<file path="config.mk">
export PLATFORM = sky130hd
export DESIGN_NAME = integer_to_ascii_digits
export DESIGN_NICKNAME = d
export VERILOG_FILES = /design/src/rtl/core/i2a_pkg.sv /design/src/rtl/core/i2a_ctrl.sv /design/src/rtl/core/i2a_datapath.sv /design/src/rtl/core/integer_to_ascii_digits.sv
export SDC_FILE = /design/constraint.sdc
export NUM_CORES = 1
export LEC_CHECK = 0
export CAP_MARGIN = 20
export CORE_MARGIN = 3
export CORE_UTILIZATION = 35
export DETAILED_ROUTE_END_ITERATION = 10
export DONT_BUFFER_PORTS = 1
export SKIP_LAST_GASP = 1
export SLEW_MARGIN = 10
export SYNTH_ARGS = -nofsm -noshare
export SYNTH_HDL_FRONTEND = slang
export SYNTH_HIERARCHICAL = 1
export SYNTH_SLANG_ARGS = --single-unit
</file>
<file path="constraint.sdc">
create_clock -name i_clk -period 3.3 [get_ports i_clk]
set_clock_uncertainty 0.15 [all_clocks]
set_input_delay 0.66 -clock i_clk [delete_from_list [all_inputs] [get_ports i_clk]]
set_output_delay 0.66 -clock i_clk [all_outputs]
set_load 0.02 [all_outputs]
</file>
<file path="src/rtl/core/i2a_pkg.sv">
// shared types, codes and helpers for the integer to ascii digit emitter
`default_nettype none

package i2a_pkg;

    // default word width of the converted value
    localparam int WORD_BITS_DEF = 32;

    // conversion mode codes carried on the opcode field
    localparam logic OP_DEC = 1'b0;
    localparam logic OP_HEX = 1'b1;

    // ascii codes
    localparam logic [6:0] CHAR_MINUS = 7'h2d;
    localparam logic [6:0] CHAR_ZERO  = 7'h30;
    localparam logic [6:0] CHAR_NINE  = 7'h39;
    localparam logic [6:0] CHAR_A     = 7'h61;
    localparam logic [6:0] CHAR_F     = 7'h66;

    typedef enum logic [2:0] {
        ST_IDLE,
        ST_PREP,
        ST_CONV,
        ST_SIGN,
        ST_SKIP,
        ST_EMIT
    } t_state;

    // controller to datapath
    typedef struct packed {
        logic load;
        logic dabble;
        logic dig_shift;
        logic emit_sign;
        logic emit_digit;
    } t_dp_cmd;

    // datapath to controller
    typedef struct packed {
        logic hex;
        logic neg;
        logic conv_last;
        logic top_zero;
        logic dig_last;
    } t_dp_sts;

    // one digit to its lowercase ascii character
    function automatic logic [6:0] digit_char(input logic [3:0] d);
        logic [6:0] c;
        if (d < 4'd10) begin
            c = CHAR_ZERO + {3'b000, d};
        end else begin
            c = CHAR_A + {3'b000, d} - 7'd10;
        end
        return c;
    endfunction

endpackage

`default_nettype wire

</file>
<file path="src/rtl/core/i2a_ctrl.sv">
// controller state machine of the integer to ascii digit emitter
`default_nettype none

module i2a_ctrl (
    input  wire               i_clk,
    input  wire               i_rst_n,
    input  wire               i_start,
    output logic              o_busy,
    output i2a_pkg::t_dp_cmd  o_cmd,
    input  i2a_pkg::t_dp_sts  i_sts
);

    i2a_pkg::t_state r_state;
    i2a_pkg::t_state n_state;
    logic            skip_zero;

    // leading zero that is not the final digit
    assign skip_zero = i_sts.top_zero && !i_sts.dig_last;

    always_ff @(posedge i_clk) begin
        if (!i_rst_n) begin
            r_state <= i2a_pkg::ST_IDLE;
        end else begin
            r_state <= n_state;
        end
    end

    // next state
    always_comb begin
        n_state = r_state;
        case (r_state)
            i2a_pkg::ST_IDLE: begin
                if (i_start) begin
                    n_state = i2a_pkg::ST_PREP;
                end
            end
            i2a_pkg::ST_PREP: begin
                n_state = i_sts.hex ? i2a_pkg::ST_SKIP : i2a_pkg::ST_CONV;
            end
            i2a_pkg::ST_CONV: begin
                if (i_sts.conv_last) begin
                    n_state = i_sts.neg ? i2a_pkg::ST_SIGN : i2a_pkg::ST_SKIP;
                end
            end
            i2a_pkg::ST_SIGN: begin
                n_state = i2a_pkg::ST_SKIP;
            end
            i2a_pkg::ST_SKIP: begin
                if (!skip_zero) begin
                    n_state = i_sts.dig_last ? i2a_pkg::ST_IDLE : i2a_pkg::ST_EMIT;
                end
            end
            i2a_pkg::ST_EMIT: begin
                if (i_sts.dig_last) begin
                    n_state = i2a_pkg::ST_IDLE;
                end
            end
            default: begin
                n_state = i2a_pkg::ST_IDLE;
            end
        endcase
    end

    // outputs
    always_comb begin
        o_cmd  = '0;
        o_busy = 1'b1;
        case (r_state)
            i2a_pkg::ST_IDLE: begin
                o_busy     = 1'b0;
                o_cmd.load = i_start;
            end
            i2a_pkg::ST_PREP: begin
            end
            i2a_pkg::ST_CONV: begin
                o_cmd.dabble = 1'b1;
            end
            i2a_pkg::ST_SIGN: begin
                o_cmd.emit_sign = 1'b1;
            end
            i2a_pkg::ST_SKIP: begin
                o_cmd.dig_shift  = 1'b1;
                o_cmd.emit_digit = !skip_zero;
            end
            i2a_pkg::ST_EMIT: begin
                o_cmd.dig_shift  = 1'b1;
                o_cmd.emit_digit = 1'b1;
            end
            default: begin
                o_busy = 1'b0;
            end
        endcase
    end

    a_idle_no_emit: assert property (@(posedge i_clk) disable iff (!i_rst_n)
        !o_busy |-> !(o_cmd.emit_digit || o_cmd.emit_sign || o_cmd.dabble))
        else $error("work command while idle");

    a_start_busy: assert property (@(posedge i_clk) disable iff (!i_rst_n)
        (i_start && !o_busy) |=> o_busy)
        else $error("accepted beat did not raise busy");

    a_sign_before_digits: assert property (@(posedge i_clk) disable iff (!i_rst_n)
        o_cmd.emit_sign |-> (i_sts.neg && !i_sts.hex))
        else $error("sign emitted for a non-negative decimal value");

endmodule

`default_nettype wire

</file>
<file path="src/rtl/core/i2a_datapath.sv">
// datapath: magnitude, double dabble bcd conversion and digit emission
`default_nettype none

module i2a_datapath #(
    parameter int WORD_BITS  = i2a_pkg::WORD_BITS_DEF,
    parameter int DEC_DIGITS = (WORD_BITS * 1233) / 4096 + 1,
    parameter int HEX_DIGITS = (WORD_BITS + 3) / 4
) (
    input  wire                  i_clk,
    input  wire                  i_rst_n,
    input  wire                  i_opcode,
    input  wire [WORD_BITS-1:0]  i_value,
    input  i2a_pkg::t_dp_cmd     i_cmd,
    output i2a_pkg::t_dp_sts     o_sts,
    output logic [6:0]           o_ascii_char,
    output logic                 o_last_char,
    output logic                 o_valid
);

    localparam int DIG_W     = 4 * DEC_DIGITS;
    localparam int HEX_SHIFT = 4 * (DEC_DIGITS - HEX_DIGITS);
    localparam int CNT_W     = $clog2(WORD_BITS + 1);
    localparam int LEFT_W    = $clog2(DEC_DIGITS + 1);

    logic [WORD_BITS-1:0] r_bin,  n_bin;
    logic [DIG_W-1:0]     r_dig,  n_dig;
    logic [CNT_W-1:0]     r_cnt,  n_cnt;
    logic [LEFT_W-1:0]    r_left, n_left;
    logic                 r_hex,  n_hex;
    logic                 r_neg,  n_neg;
    logic [6:0]           r_char, n_char;
    logic                 r_last, n_last;
    logic                 r_valid, n_valid;

    logic                 ld_neg;
    logic [WORD_BITS-1:0] ld_mag;
    logic [DIG_W-1:0]     adj;
    logic [3:0]           top_dig;

    assign ld_neg  = (i_opcode == i2a_pkg::OP_DEC) && i_value[WORD_BITS-1];
    assign ld_mag  = ld_neg ? (~i_value + WORD_BITS'(1)) : i_value;
    assign top_dig = r_dig[DIG_W-1 -: 4];

    // add three to every bcd digit of five or more
    always_comb begin
        for (int i = 0; i < DEC_DIGITS; i++) begin
            if (r_dig[4*i +: 4] >= 4'd5) begin
                adj[4*i +: 4] = r_dig[4*i +: 4] + 4'd3;
            end else begin
                adj[4*i +: 4] = r_dig[4*i +: 4];
            end
        end
    end

    always_comb begin
        n_bin   = r_bin;
        n_dig   = r_dig;
        n_cnt   = r_cnt;
        n_left  = r_left;
        n_hex   = r_hex;
        n_neg   = r_neg;
        n_char  = r_char;
        n_last  = r_last;
        n_valid = i_cmd.emit_sign || i_cmd.emit_digit;
        if (i_cmd.load) begin
            n_hex = (i_opcode == i2a_pkg::OP_HEX);
            n_neg = ld_neg;
            n_bin = ld_mag;
            n_cnt = CNT_W'(WORD_BITS);
            if (i_opcode == i2a_pkg::OP_HEX) begin
                n_dig  = DIG_W'(ld_mag) << HEX_SHIFT;
                n_left = LEFT_W'(HEX_DIGITS);
            end else begin
                n_dig  = '0;
                n_left = LEFT_W'(DEC_DIGITS);
            end
        end
        if (i_cmd.dabble) begin
            n_dig = {adj[DIG_W-2:0], r_bin[WORD_BITS-1]};
            n_bin = {r_bin[WORD_BITS-2:0], 1'b0};
            n_cnt = r_cnt - CNT_W'(1);
        end
        if (i_cmd.emit_sign) begin
            n_char = i2a_pkg::CHAR_MINUS;
            n_last = 1'b0;
        end
        if (i_cmd.emit_digit) begin
            n_char = i2a_pkg::digit_char(top_dig);
            n_last = (r_left == LEFT_W'(1));
        end
        if (i_cmd.dig_shift) begin
            n_dig  = r_dig << 4;
            n_left = r_left - LEFT_W'(1);
        end
    end

    always_ff @(posedge i_clk) begin
        if (!i_rst_n) begin
            r_cnt   <= '0;
            r_left  <= '0;
            r_valid <= 1'b0;
        end else begin
            r_cnt   <= n_cnt;
            r_left  <= n_left;
            r_valid <= n_valid;
        end
        r_bin  <= n_bin;
        r_dig  <= n_dig;
        r_hex  <= n_hex;
        r_neg  <= n_neg;
        r_char <= n_char;
        r_last <= n_last;
    end

    assign o_sts.hex       = r_hex;
    assign o_sts.neg       = r_neg;
    assign o_sts.conv_last = (r_cnt == CNT_W'(1));
    assign o_sts.top_zero  = (top_dig == 4'd0);
    assign o_sts.dig_last  = (r_left == LEFT_W'(1));

    assign o_ascii_char = r_char;
    assign o_last_char  = r_last;
    assign o_valid      = r_valid;

    a_dabble_count: assert property (@(posedge i_clk) disable iff (!i_rst_n)
        i_cmd.dabble |-> (r_cnt != '0))
        else $error("bcd shift beyond word width");

    a_digit_left: assert property (@(posedge i_clk) disable iff (!i_rst_n)
        i_cmd.emit_digit |-> (r_left != '0))
        else $error("digit emitted with no digits left");

    a_char_set: assert property (@(posedge i_clk) disable iff (!i_rst_n)
        o_valid |-> ((o_ascii_char == i2a_pkg::CHAR_MINUS)
            || ((o_ascii_char >= i2a_pkg::CHAR_ZERO) && (o_ascii_char <= i2a_pkg::CHAR_NINE))
            || ((o_ascii_char >= i2a_pkg::CHAR_A) && (o_ascii_char <= i2a_pkg::CHAR_F))))
        else $error("character outside digit set");

endmodule

`default_nettype wire

</file>
<file path="src/rtl/core/integer_to_ascii_digits.sv">
// top level of the integer to ascii digit emitter
//
//  channel   | ports                               | handshake
//  ----------+-------------------------------------+-------------------------------
//  command   | i_opcode, i_value                   | taken when start high, busy low
//  result    | o_ascii_char, o_last_char           | o_valid strobe, one cycle each
//
// one value is worked on at a time; busy stays high until its last character
// is issued. decimal values first pass through the one-bit-per-cycle double dabble
// shift register and then an optional minus sign; hex values skip both.
// digit characters leave one per cycle once the leading zeros are skipped,
// and the strobe follows the controller's command in the next cycle.
// reset is synchronous, active low, and clears the controller and the strobe.
// the receiver cannot stall; every beat is taken on the cycle it is shown.
`default_nettype none

module integer_to_ascii_digits #(
    parameter int WORD_BITS = i2a_pkg::WORD_BITS_DEF
) (
    input  wire                  i_clk,
    input  wire                  i_rst_n,
    input  wire                  start,
    output logic                 busy,
    input  wire                  i_opcode,
    input  wire [WORD_BITS-1:0]  i_value,
    output logic [6:0]           o_ascii_char,
    output logic                 o_last_char,
    output logic                 o_valid
);

    // decimal digits of the largest word, and hex digits of the word
    localparam int DEC_DIGITS = (WORD_BITS * 1233) / 4096 + 1;
    localparam int HEX_DIGITS = (WORD_BITS + 3) / 4;

    i2a_pkg::t_dp_cmd cmd;
    i2a_pkg::t_dp_sts sts;

    // sequencing: load, bcd shifting, sign, leading zero skip, emit
    i2a_ctrl u_ctrl (
        .i_clk   (i_clk),
        .i_rst_n (i_rst_n),
        .i_start (start),
        .o_busy  (busy),
        .o_cmd   (cmd),
        .i_sts   (sts)
    );

    // magnitude, digit register and registered character output
    i2a_datapath #(
        .WORD_BITS  (WORD_BITS),
        .DEC_DIGITS (DEC_DIGITS),
        .HEX_DIGITS (HEX_DIGITS)
    ) u_datapath (
        .i_clk        (i_clk),
        .i_rst_n      (i_rst_n),
        .i_opcode     (i_opcode),
        .i_value      (i_value),
        .i_cmd        (cmd),
        .o_sts        (sts),
        .o_ascii_char (o_ascii_char),
        .o_last_char  (o_last_char),
        .o_valid      (o_valid)
    );

endmodule

`default_nettype wire
</file>
; After elaboration in Yosys (flattened, before gate mapping)
; Index checks and enable logic that the tools add are counted.
[word_totals]
register_bits = 96
in_bits = 36
out_inout_bits = 10
word_cells = 107
[classes]
add_sub_neg = 16
n_lt_le_gt_ge = 11
n_eq_ne = 11
muxes = 41
n_bitwise = 2
reduce_logical = 14
[op_table]
columns = op, count
row1 = 40-bit two-way mux, 4
row2 = 32-bit two-way mux, 3
row3 = 4-bit two-way mux, 11
row4 = 4-bit by 3-bit >= comparator with 1-bit output (second input constant), 10
row5 = 4-bit by 2-bit adder with 4-bit output (second input constant), 9
row6 = 32-bit by 1-bit adder with 32-bit output (second input constant), 1
row7 = 32-bit NOT, 1
row8 = 3-bit two-way mux, 8
row9 = 7-bit two-way mux, 3
row10 = 3-bit one-hot mux with 6 select lines, 1
row11 = 6-bit two-way mux, 2
row12 = 6-bit by 4-bit adder with 7-bit output (first input constant), 1
row13 = 6-bit by 5-bit adder with 7-bit output (first input constant), 1
row14 = 1-bit two-way mux, 7
row15 = 7-bit by 4-bit subtractor with 7-bit output (second input constant), 1
row16 = 3-bit by 2-bit equality test with 1-bit output (second input constant), 2
row17 = 3-bit equality test (second input constant), 2
row18 = 6-bit by 1-bit equality test with 1-bit output (second input constant), 1
row19 = 2-bit != test (second input constant), 3
row20 = 2-bit nonzero test, 3
row21 = 6-bit by 1-bit subtractor with 6-bit output (second input constant), 1
row22 = 5-bit OR reduction, 1
row23 = 4-bit by 1-bit equality test with 1-bit output (second input constant), 1
row24 = 4-bit zero test, 1
row25 = other kinds (15), 17

; Depth between registers and ports, before layout
; Gate-level depths: netlist of run 1.
[depth]
depth_word = 7
mapped_depth = 9
mapped_depth_nobuf = 7

; Modules after synthesis
; The synthesis of run 1 kept the hierarchy.
[modules_own_cells]
columns = mod, n_inst, cells_per_inst, area_each_um2, seq_area_each_um2
row1 = i2a_datapath, 1, 633, 5898.2, 2632.5
row2 = i2a_ctrl, 1, 40, 320.3, 60.1

; Least setup slack after synthesis of run 1
; OpenSTA, ideal clock, no wires.
[synth_path]
kind = input to register
start = input port start
end = register u_datapath.r_dig[10] (enable)
setup_ns = 0.394
arrival_time_ns = 2.362
required_ns = 2.756
setup_slack_ns = 0.394
cell_stages = 3
path_buffers = 1
path_cell_list = nor4b_1 -> clkbuf_1 -> or3_1
[synth_via]
elab_chain_len = 2
[synth_rtl]
columns = element, line
row1 = start: declaration, integer_to_ascii_digits.sv:22  ; input wire start,
row2 = 1-bit two-way mux, i2a_ctrl.sv:68  ; case (r_state)
row3 = 3-bit nonzero test (no line), n/a
row4 = end signal: assignment, i2a_datapath.sv:108  ; r_dig <= n_dig;
row5 = end: declaration, i2a_datapath.sv:26  ; logic [DIG_W-1:0] r_dig, n_dig;
; Every way passes these cells.
; A chain may end at the register's enable or synchronous reset.

==> reports/qor.csv, run 1 <==
stage;metric;value;unit
run_status;status;finished clean;
cts;cts-root-buf;clkbuf_16;
min_path;hp-class;in2reg;
floorplanning;placementRows;48;
pwr;ir_worst_vdd;0.412;mV
cells_and_area;n_antenna_cell;0;
yosys;synthesis.nets;735;
yosys;synth_cell_types;64;
detailed_routing;ant_nets;0;
cells_and_area;drive_gt1_share;7.10;%
detailed_routing;wl_per_cell;17.2;microns
global_routing;antenna_found_initial;0;
cts;cts_setup_buffers;0;
cts;cts.clk_slew.worst_paths;0.07;ns
yosys;synth_seq_area_share;43.3;%
yosys;avgSynthCellArea;9.24;sq um
timing;setup_slack;0.520;ns
pwr;p_total;6.31;mW
floorplanning;initial_core_util;35.8;%
detailed_routing;dr.pass1.iters;5;
critical_path;worst-path-max-fanout;76;
timing;relSlewSlack;34.1;%
detailed_routing;routed_wl;15.3;mm
yosys;ys.flop_type;edfxtp_1;
critical_path;crit_path_max_incr_delay;0.65;ns
yosys;synth_top_area_share;37.2;%
flow_run;cap_violations;0;
timing;finalCriticalPeriod;2.78;ns
critical_path;critPathArrivalTime;2.63;ns
floorplanning;ios;46;
cts;cts_resized;0;
pwr;p_per_area;936;mW/mm^2
detailed_routing;vias;4955;
timing;maxSlewViolCount;0;
global_routing;grt_max_degree;77;
pwr;p_leak;2.38;nW
timing;fin_tns_setup;0;ns
floorplanning;dieHeight;139;microns
place;hpwlAfterDp;10.6;mm
yosys;synth_largest_area_cell;edfxtp_1;
floorplanning;die_w;139;microns
floorplanning;core-area;0.0174;sq mm
cts;ctsHoldBuffers;0;
detailed_routing;drt-vias-per-instance;5.59;
yosys;ys.warnings.count;6;
timing;min_period_over_period;84.3;%
global_routing;grtUsageTotal;15.5;%
critical_path;end_kind;flop;
yosys;synth_edf_count;77;
cts;cts_max_level;3;
timing;setup-violations-final;0;
timing;clock.fmax;0.360;GHz
cells_and_area;final_cells;887;
critical_path;cp.required;3.15;ns
critical_path;cpMaxStageDelayCell;buf_4;
timing;finalHoldViolCount;0;
critical_path;cp_cell_sequence;inv_1 -> nor3_2 -> buf_4 -> nor2_1 -> inv_1 -> buf_4;
place;place_ws;0.525;ns
global_routing;grt_pass1_wl;24.9;mm
yosys;synth_area_leaders;edfxtp_1 (37%), dfxtp_1 (6.1%), ha_1 (5.2%), xnor2_1 (4.8%), nand2_1 (4.6%);
timing;tightest_slew;0.987;ns
yosys;ys_ff_latch;96;
yosys;netlist_area;0.00622;sq mm
critical_path;critPathLaunchType;flop;
timing;rsz0062_at_grt;no;
cts;clock_latency;0.35;ns
detailed_routing;drcViolationCount;0;
place;numPortBuffers;0;
global_routing;overflow;0;
cts;cts_tree;yes;
cts;clock-sinks;96;
place;placed_cells;871;
detailed_routing;drt-initial-drc-count;466;
cts;clockBufferDepth;2;
global_routing;first_global_vias;4884;
cells_and_area;final_cell_mix;nand2_1 (77), edfxtp_1 (77), o21ai_0 (56);
yosys;synth_cells;673;
cells_and_area;area_growth;8.37;%
place;gp_congestion;0.852;
cts;cts_made_buffers;9;
critical_path;worstSetupPathType;reg2reg;
floorplanning;die_area;0.0194;sq mm
cells_and_area;fin_nets;719;
yosys;ys_async_sr_fraction;0;%
registers in the layout, indices dropped and copies added (netlist names):
name	flops
u_ctrl/r_state	3
u_datapath/o_ascii_char	7
u_datapath/o_last_char	1
u_datapath/o_valid	1
u_datapath/r_bin	32
u_datapath/r_cnt	6
u_datapath/r_dig	40
u_datapath/r_hex	1
u_datapath/r_left	4
u_datapath/r_neg	1
final cells by class:
cell class / count / area [sq um]
Timing Repair Buffer: 12 / 90.1
Multi-Input combinational cell: 502 / 3230
Fill cell: 1700 / 10600
Clock buffer: 11 / 243
Sequential cell: 96 / 2690
Clock inverter: 5 / 62.6
Tap cell: 225 / 282
Inverter: 36 / 135
final timing paths:
kind                             from                   end  cells past startpoint  slack [ns]
setup / recovery    u_ctrl/r_state[1]  u_datapath/r_bin[25]                      6        0.52
setup reg to reg    u_ctrl/r_state[1]  u_datapath/r_bin[25]                      6        0.52
hold reg to reg   u_datapath/r_cnt[0]   u_datapath/r_cnt[0]                      2        0.36
hold / removal               i_opcode      u_datapath/r_hex                      0        0.27
metrics by stage:
| step | hold slack [ns] | utilization (%) | area [sq um] |
|---|---|---|---|
| 2_1_floorplan | 0.304 | - | 6220 |
| 6_report | 0.272 | 38.8 | 6740 |
| 3_5_place_dp | 0.342 | 37.1 | 6430 |
| 3_3_place_gp | 0.336 | 37.1 | 6430 |
| 4_1_cts | 0.252 | 38.8 | 6740 |
| 5_1_grt | 0.245 | 38.8 | 6740 |
logic make-up (layout without fill, tap and decap cells):
logic type | count (synthesis) | in the layout | share of synthesized area, %
AO/OA/AOI/OAI | 194 | 194 | 19.3
AND/OR/NAND/NOR | 226 | 226 | 19.0
multiplexers | 13 | 13 | 2.23
adder cells (fa/ha/maj) | 26 | 26 | 5.23
other | 1 | 1 | 0.0603
buffers and inverters | 75 | 64 | 4.91
flip-flops | 96 | 96 | 43.3
XOR/XNOR | 42 | 42 | 5.92
per-layer routing:
metal  vias up  share of wire (%)  GRT usage [%]  wire length (microns)
met5         -                  0              0                      0
met4         0                2.1           4.69                    315
met3        22                6.4           5.05                    974
met2       142                 47           25.5                   7220
met1      2382                 44           19.5                   6770
li1       2409                  -              -                      -
where the power goes:
part           switching, mW  internal, mW
clock                  0.472         0.614
sequential             0.431          2.13
combinational           1.63          1.02
Yosys cell counts, drive strengths merged, types with 6 or more instances:
library cell / count
mux2: 7
xnor2: 34
nor2: 32
nor3: 14
nand2: 77
nor2b: 12
inv: 34
nor3b: 12
edfxtp: 77
and2: 9
dfxtp: 19
o21ai: 59
a22oi: 9
clkbuf: 28
a31oi: 24
nor4: 8
o31ai: 12
o211ai: 9
and3: 7
mux2i: 6
nand2b: 21
a21o: 9
nand3: 11
a21oi: 45
xor2: 8
a211oi: 7
buf: 11
ha: 26
worst max-delay path, delay by kind of cell (launching register included):
family,cells,cell delay [ns]
AND/OR/NAND/NOR,2,0.44
buffers and inverters,4,1.32
flip-flops,1,0.47
(Power assumes the default switching activity.)
==> run 2, diff against run 1 <==
- ABC_AREA: default -> 1
- clock period: 3.3 -> 2.6 ns (I/O delays scaled with it)
==> run 2 against run 1 <==
Against the previous run: global-route usage about the same; cell count increased by 17%; synthesized cell count increased by 20%; via count increased by 7.4%; worst hold slack got worse by 0.15 ns; sequential cell count unchanged; fmax increased by 20%; sequential power increased by 15%.
==> reports/qor.csv, run 2 <==
stage;metric;value;unit;change
cells_and_area;final_cell_mix;nand2_1 (172), inv_1 (96), nor2_1 (80);;
cells_and_area;fin_nets;869;;+21%
global_routing;overflow;0;;unchanged
critical_path;cp.required;2.53;ns;-0.62 ns
cts;cts_tree;yes;;
yosys;synth_cells;808;;+20%
timing;fin_tns_setup;0;ns;unchanged
yosys;synth_area_leaders;edfxtp_1 (37%), nand2_1 (10%), o21ai_0 (6.2%), dfxtp_1 (6.1%), a21oi_1 (5.8%);;
cts;cts-root-buf;clkbuf_16;;
global_routing;antenna_found_initial;0;;unchanged
cts;cts_made_buffers;9;;unchanged
floorplanning;die_w;140;microns;+0.29%
detailed_routing;vias;5320;;+7.4%
place;placed_area;0.00656;sq mm;+1.9%
yosys;synth_top_area_share;37.0;%;-0.22 points
yosys;synth_compound_area_share;18.4;%;-0.92 points
global_routing;grt_max_degree;48;;-38%
critical_path;critPathBufInv;6;;+2
timing;holdWs;0.117;ns;-0.154 ns
place;numPortBuffers;0;;unchanged
critical_path;worstSetupPathDepth;12;;+6
yosys;avgSynthCellArea;7.74;sq um;-16%
cts;cts_resized;0;;unchanged
detailed_routing;drt-initial-drc-count;438;;-6.0%
timing;setup_slack;0.292;ns;-0.227 ns
cts;cts_setup_buffers;0;;unchanged
cells_and_area;n_antenna_cell;0;;unchanged
timing;relSlewSlack;55.4;%;+21 points
place;hpwlAfterDp;10.7;mm;+1.3%
yosys;synth_cell_types;42;;-34%
critical_path;critPathLaunchType;flop;;
detailed_routing;drt-vias-per-instance;5.13;;-8.2%
min_path;hp-class;in2reg;;
timing;min_period_over_period;88.8;%;+4.5 points
critical_path;cpMaxStageDelayCell;edfxtp_1;;
critical_path;worstSetupPathType;reg2reg;;
global_routing;grt_pass1_wl;24.7;mm;-0.86%
cells_and_area;fill_cells;1772;;+4.2%
place;placed_cells;1021;;+17%
timing;clock.fmax;0.433;GHz;+20%
yosys;ys_ff_latch;96;;unchanged
run_status;status;finished clean;;
detailed_routing;ant_nets;0;;unchanged
yosys;ys_async_sr_fraction;0;%;unchanged
floorplanning;die_area;0.0195;sq mm;+0.58%
cells_and_area;largest-register;u_datapath/r_dig;;
floorplanning;core-area;0.0174;sq mm;+0.35%
global_routing;grtUsageTotal;15.5;%;about the same
cells_and_area;final_cells;1037;;+17%
cells_and_area;drive_gt1_share;7.51;%;+0.41 points
floorplanning;initial_core_util;35.9;%;+0.092 points
place;gp_congestion;0.788;;-7.5%
cts;ctsHoldBuffers;0;;unchanged
critical_path;cp_top_family;buffers and inverters;;
flow_run;cap_violations;0;;unchanged
min_path;holdPathStages;0;;unchanged
cells_and_area;multi_input_area;0.00306;sq mm;-5.3%
timing;rsz0062_at_grt;no;;
cells_and_area;largest_register_ffs;40;;unchanged
critical_path;critPathArrivalTime;2.24;ns;-0.39 ns
timing;setup-violations-final;0;;unchanged
yosys;synth.most_common_cell;nand2_1;;
yosys;synth_largest_area_cell;edfxtp_1;;
pwr;p_per_area;1060;mW/mm^2;+14%
timing;finalCriticalPeriod;2.31;ns;-0.473 ns
yosys;synth_fa_ha_area_share;5.20;%;-0.031 points
cells_and_area;reg_top3;u_datapath/r_dig (40), u_datapath/r_bin (32), u_datapath/o_ascii_char (7);;
cells_and_area;seq_area;0.00269;sq mm;unchanged
floorplanning;placementRows;48;;unchanged
pwr;p_total;7.30;mW;+16%
cts;clock_latency;0.35;ns;about the same
cells_and_area;area_growth;9.66;%;
critical_path;worst-path-max-fanout;8;;-89%
global_routing;first_global_vias;4873;;-0.23%
cts;clockBufferDepth;2;;unchanged
detailed_routing;wl_per_cell;14.8;microns;-14%
yosys;synth_top_family_by_area;simple AND/OR/NAND/NOR gates;;
floorplanning;dieHeight;140;microns;+0.29%
timing;finalHoldViolCount;0;;unchanged
detailed_routing;routed_wl;15.4;mm;+0.57%
yosys;ys.flop_type;edfxtp_1;;
timing;tightest_slew;0.664;ns;-0.323 ns
yosys;synth_seq_area_share;43.0;%;-0.26 points
pwr;ir_worst_vdd;0.505;mV;+23%
detailed_routing;dr.pass1.iters;5;;unchanged
yosys;synth-xor-area-share;1.54;%;-4.4 points
cts;clock-sinks;96;;unchanged
cells_and_area;final_core_util;39.4;%;+0.56 points
detailed_routing;drcViolationCount;0;;unchanged
cells_and_area;final_common_cell;nand2_1;;
place;place_ws;0.226;ns;-0.299 ns
pwr;p_leak;2.83;nW;+19%
cells_and_area;finalInstanceArea;0.00686;sq mm;+1.8%
timing;maxSlewViolCount;0;;unchanged
yosys;yosys.area_share.simple;23.5;%;+4.5 points
yosys;synth_edf_count;77;;unchanged
critical_path;crit_path_max_incr_delay;0.41;ns;-0.24 ns
cts;cts.clk_slew.worst_paths;0.07;ns;about the same
yosys;ys.warnings.count;6;;unchanged
critical_path;cp_cell_sequence;inv_1 -> ha_1 -> inv_1 -> nor2_1 -> inv_1 -> nor2_1 -> inv_1 -> nor2_1 -> inv_1 -> o2111a_1 -> inv_1 -> nand2_2;;
yosys;synthesis.nets;870;;+18%
critical_path;critPathMostFrequentCell;inv_1;;
critical_path;r2r_cells;12;;+6
yosys;ys_top_cells_by_count;nand2_1 (173), inv_1 (96), nor2_1 (81), o21ai_0 (78), edfxtp_1 (77);;
yosys;muxShareOfSynthArea;0;%;-2.2 points
cts;cts_max_level;3;;unchanged
floorplanning;ios;46;;unchanged
critical_path;end_kind;flop;;
yosys;netlist_area;0.00626;sq mm;+0.60%
run 2: cell types whose count changed in the layout (fill, tap and decap cells not counted), moves of 24 or more:
cell	delta
a21oi_1	+27
a22oi_1	+24
inv_1	+62
nand2_1	+95
nand3_1	+34
nor2_1	+48
xnor2_1	-33
run 2: path summary, 6_finish.rpt:
check | end | start | slack (ns)
max | u_datapath/o_ascii_char[6] | u_datapath/r_dig[37] | 0.29
min | u_datapath/r_hex | i_opcode | 0.12
max reg2reg | u_datapath/o_ascii_char[6] | u_datapath/r_dig[37] | 0.29
min reg2reg | u_datapath/r_dig[0] | u_datapath/r_bin[31] | 0.31
run 2: area by class of cell:
type,count,share of cell area [%]
multi-input cells,583,44.6
clock inverters,4,0.766
flip-flops and latches,96,39.2
well taps,225,4.10
inverters,101,5.53
clock buffers,12,3.59
repair buffers,16,2.12
run 2: where the power goes:
part	internal, mW	switching [mW]
Sequential	2.58	0.352
Combinational	0.994	2.02
Clock	0.777	0.578
run 2: layer usage:
| layer | share of wire [%] | wire length (microns) | GRT usage [%] |
|---|---|---|---|
| met2 | 45 | 6870 | 24.1 |
| met1 | 48 | 7340 | 21.6 |
| met5 | 0 | 0 | 0 |
| met3 | 6.3 | 964 | 3.95 |
| met4 | 1.3 | 193 | 4.44 |
run 2: worst reg2reg max path, stage by stage, from the launching register on:
cell	delay [ns]
edfxtp_1	0.41
inv_1	0.12
ha_1	0.17
inv_1	0.05
nor2_1	0.10
inv_1	0.08
nor2_1	0.08
inv_1	0.04
nor2_1	0.13
inv_1	0.07
o2111a_1	0.30
inv_1	0.17
nand2_2	0.16
run 2: kinds of logic after synthesis:
family / after synthesis
xor+xnor: 11
simple gates: 340
buf+inv: 129
compound gates: 205
other cells: 1
fa+ha+maj: 26
flops: 96
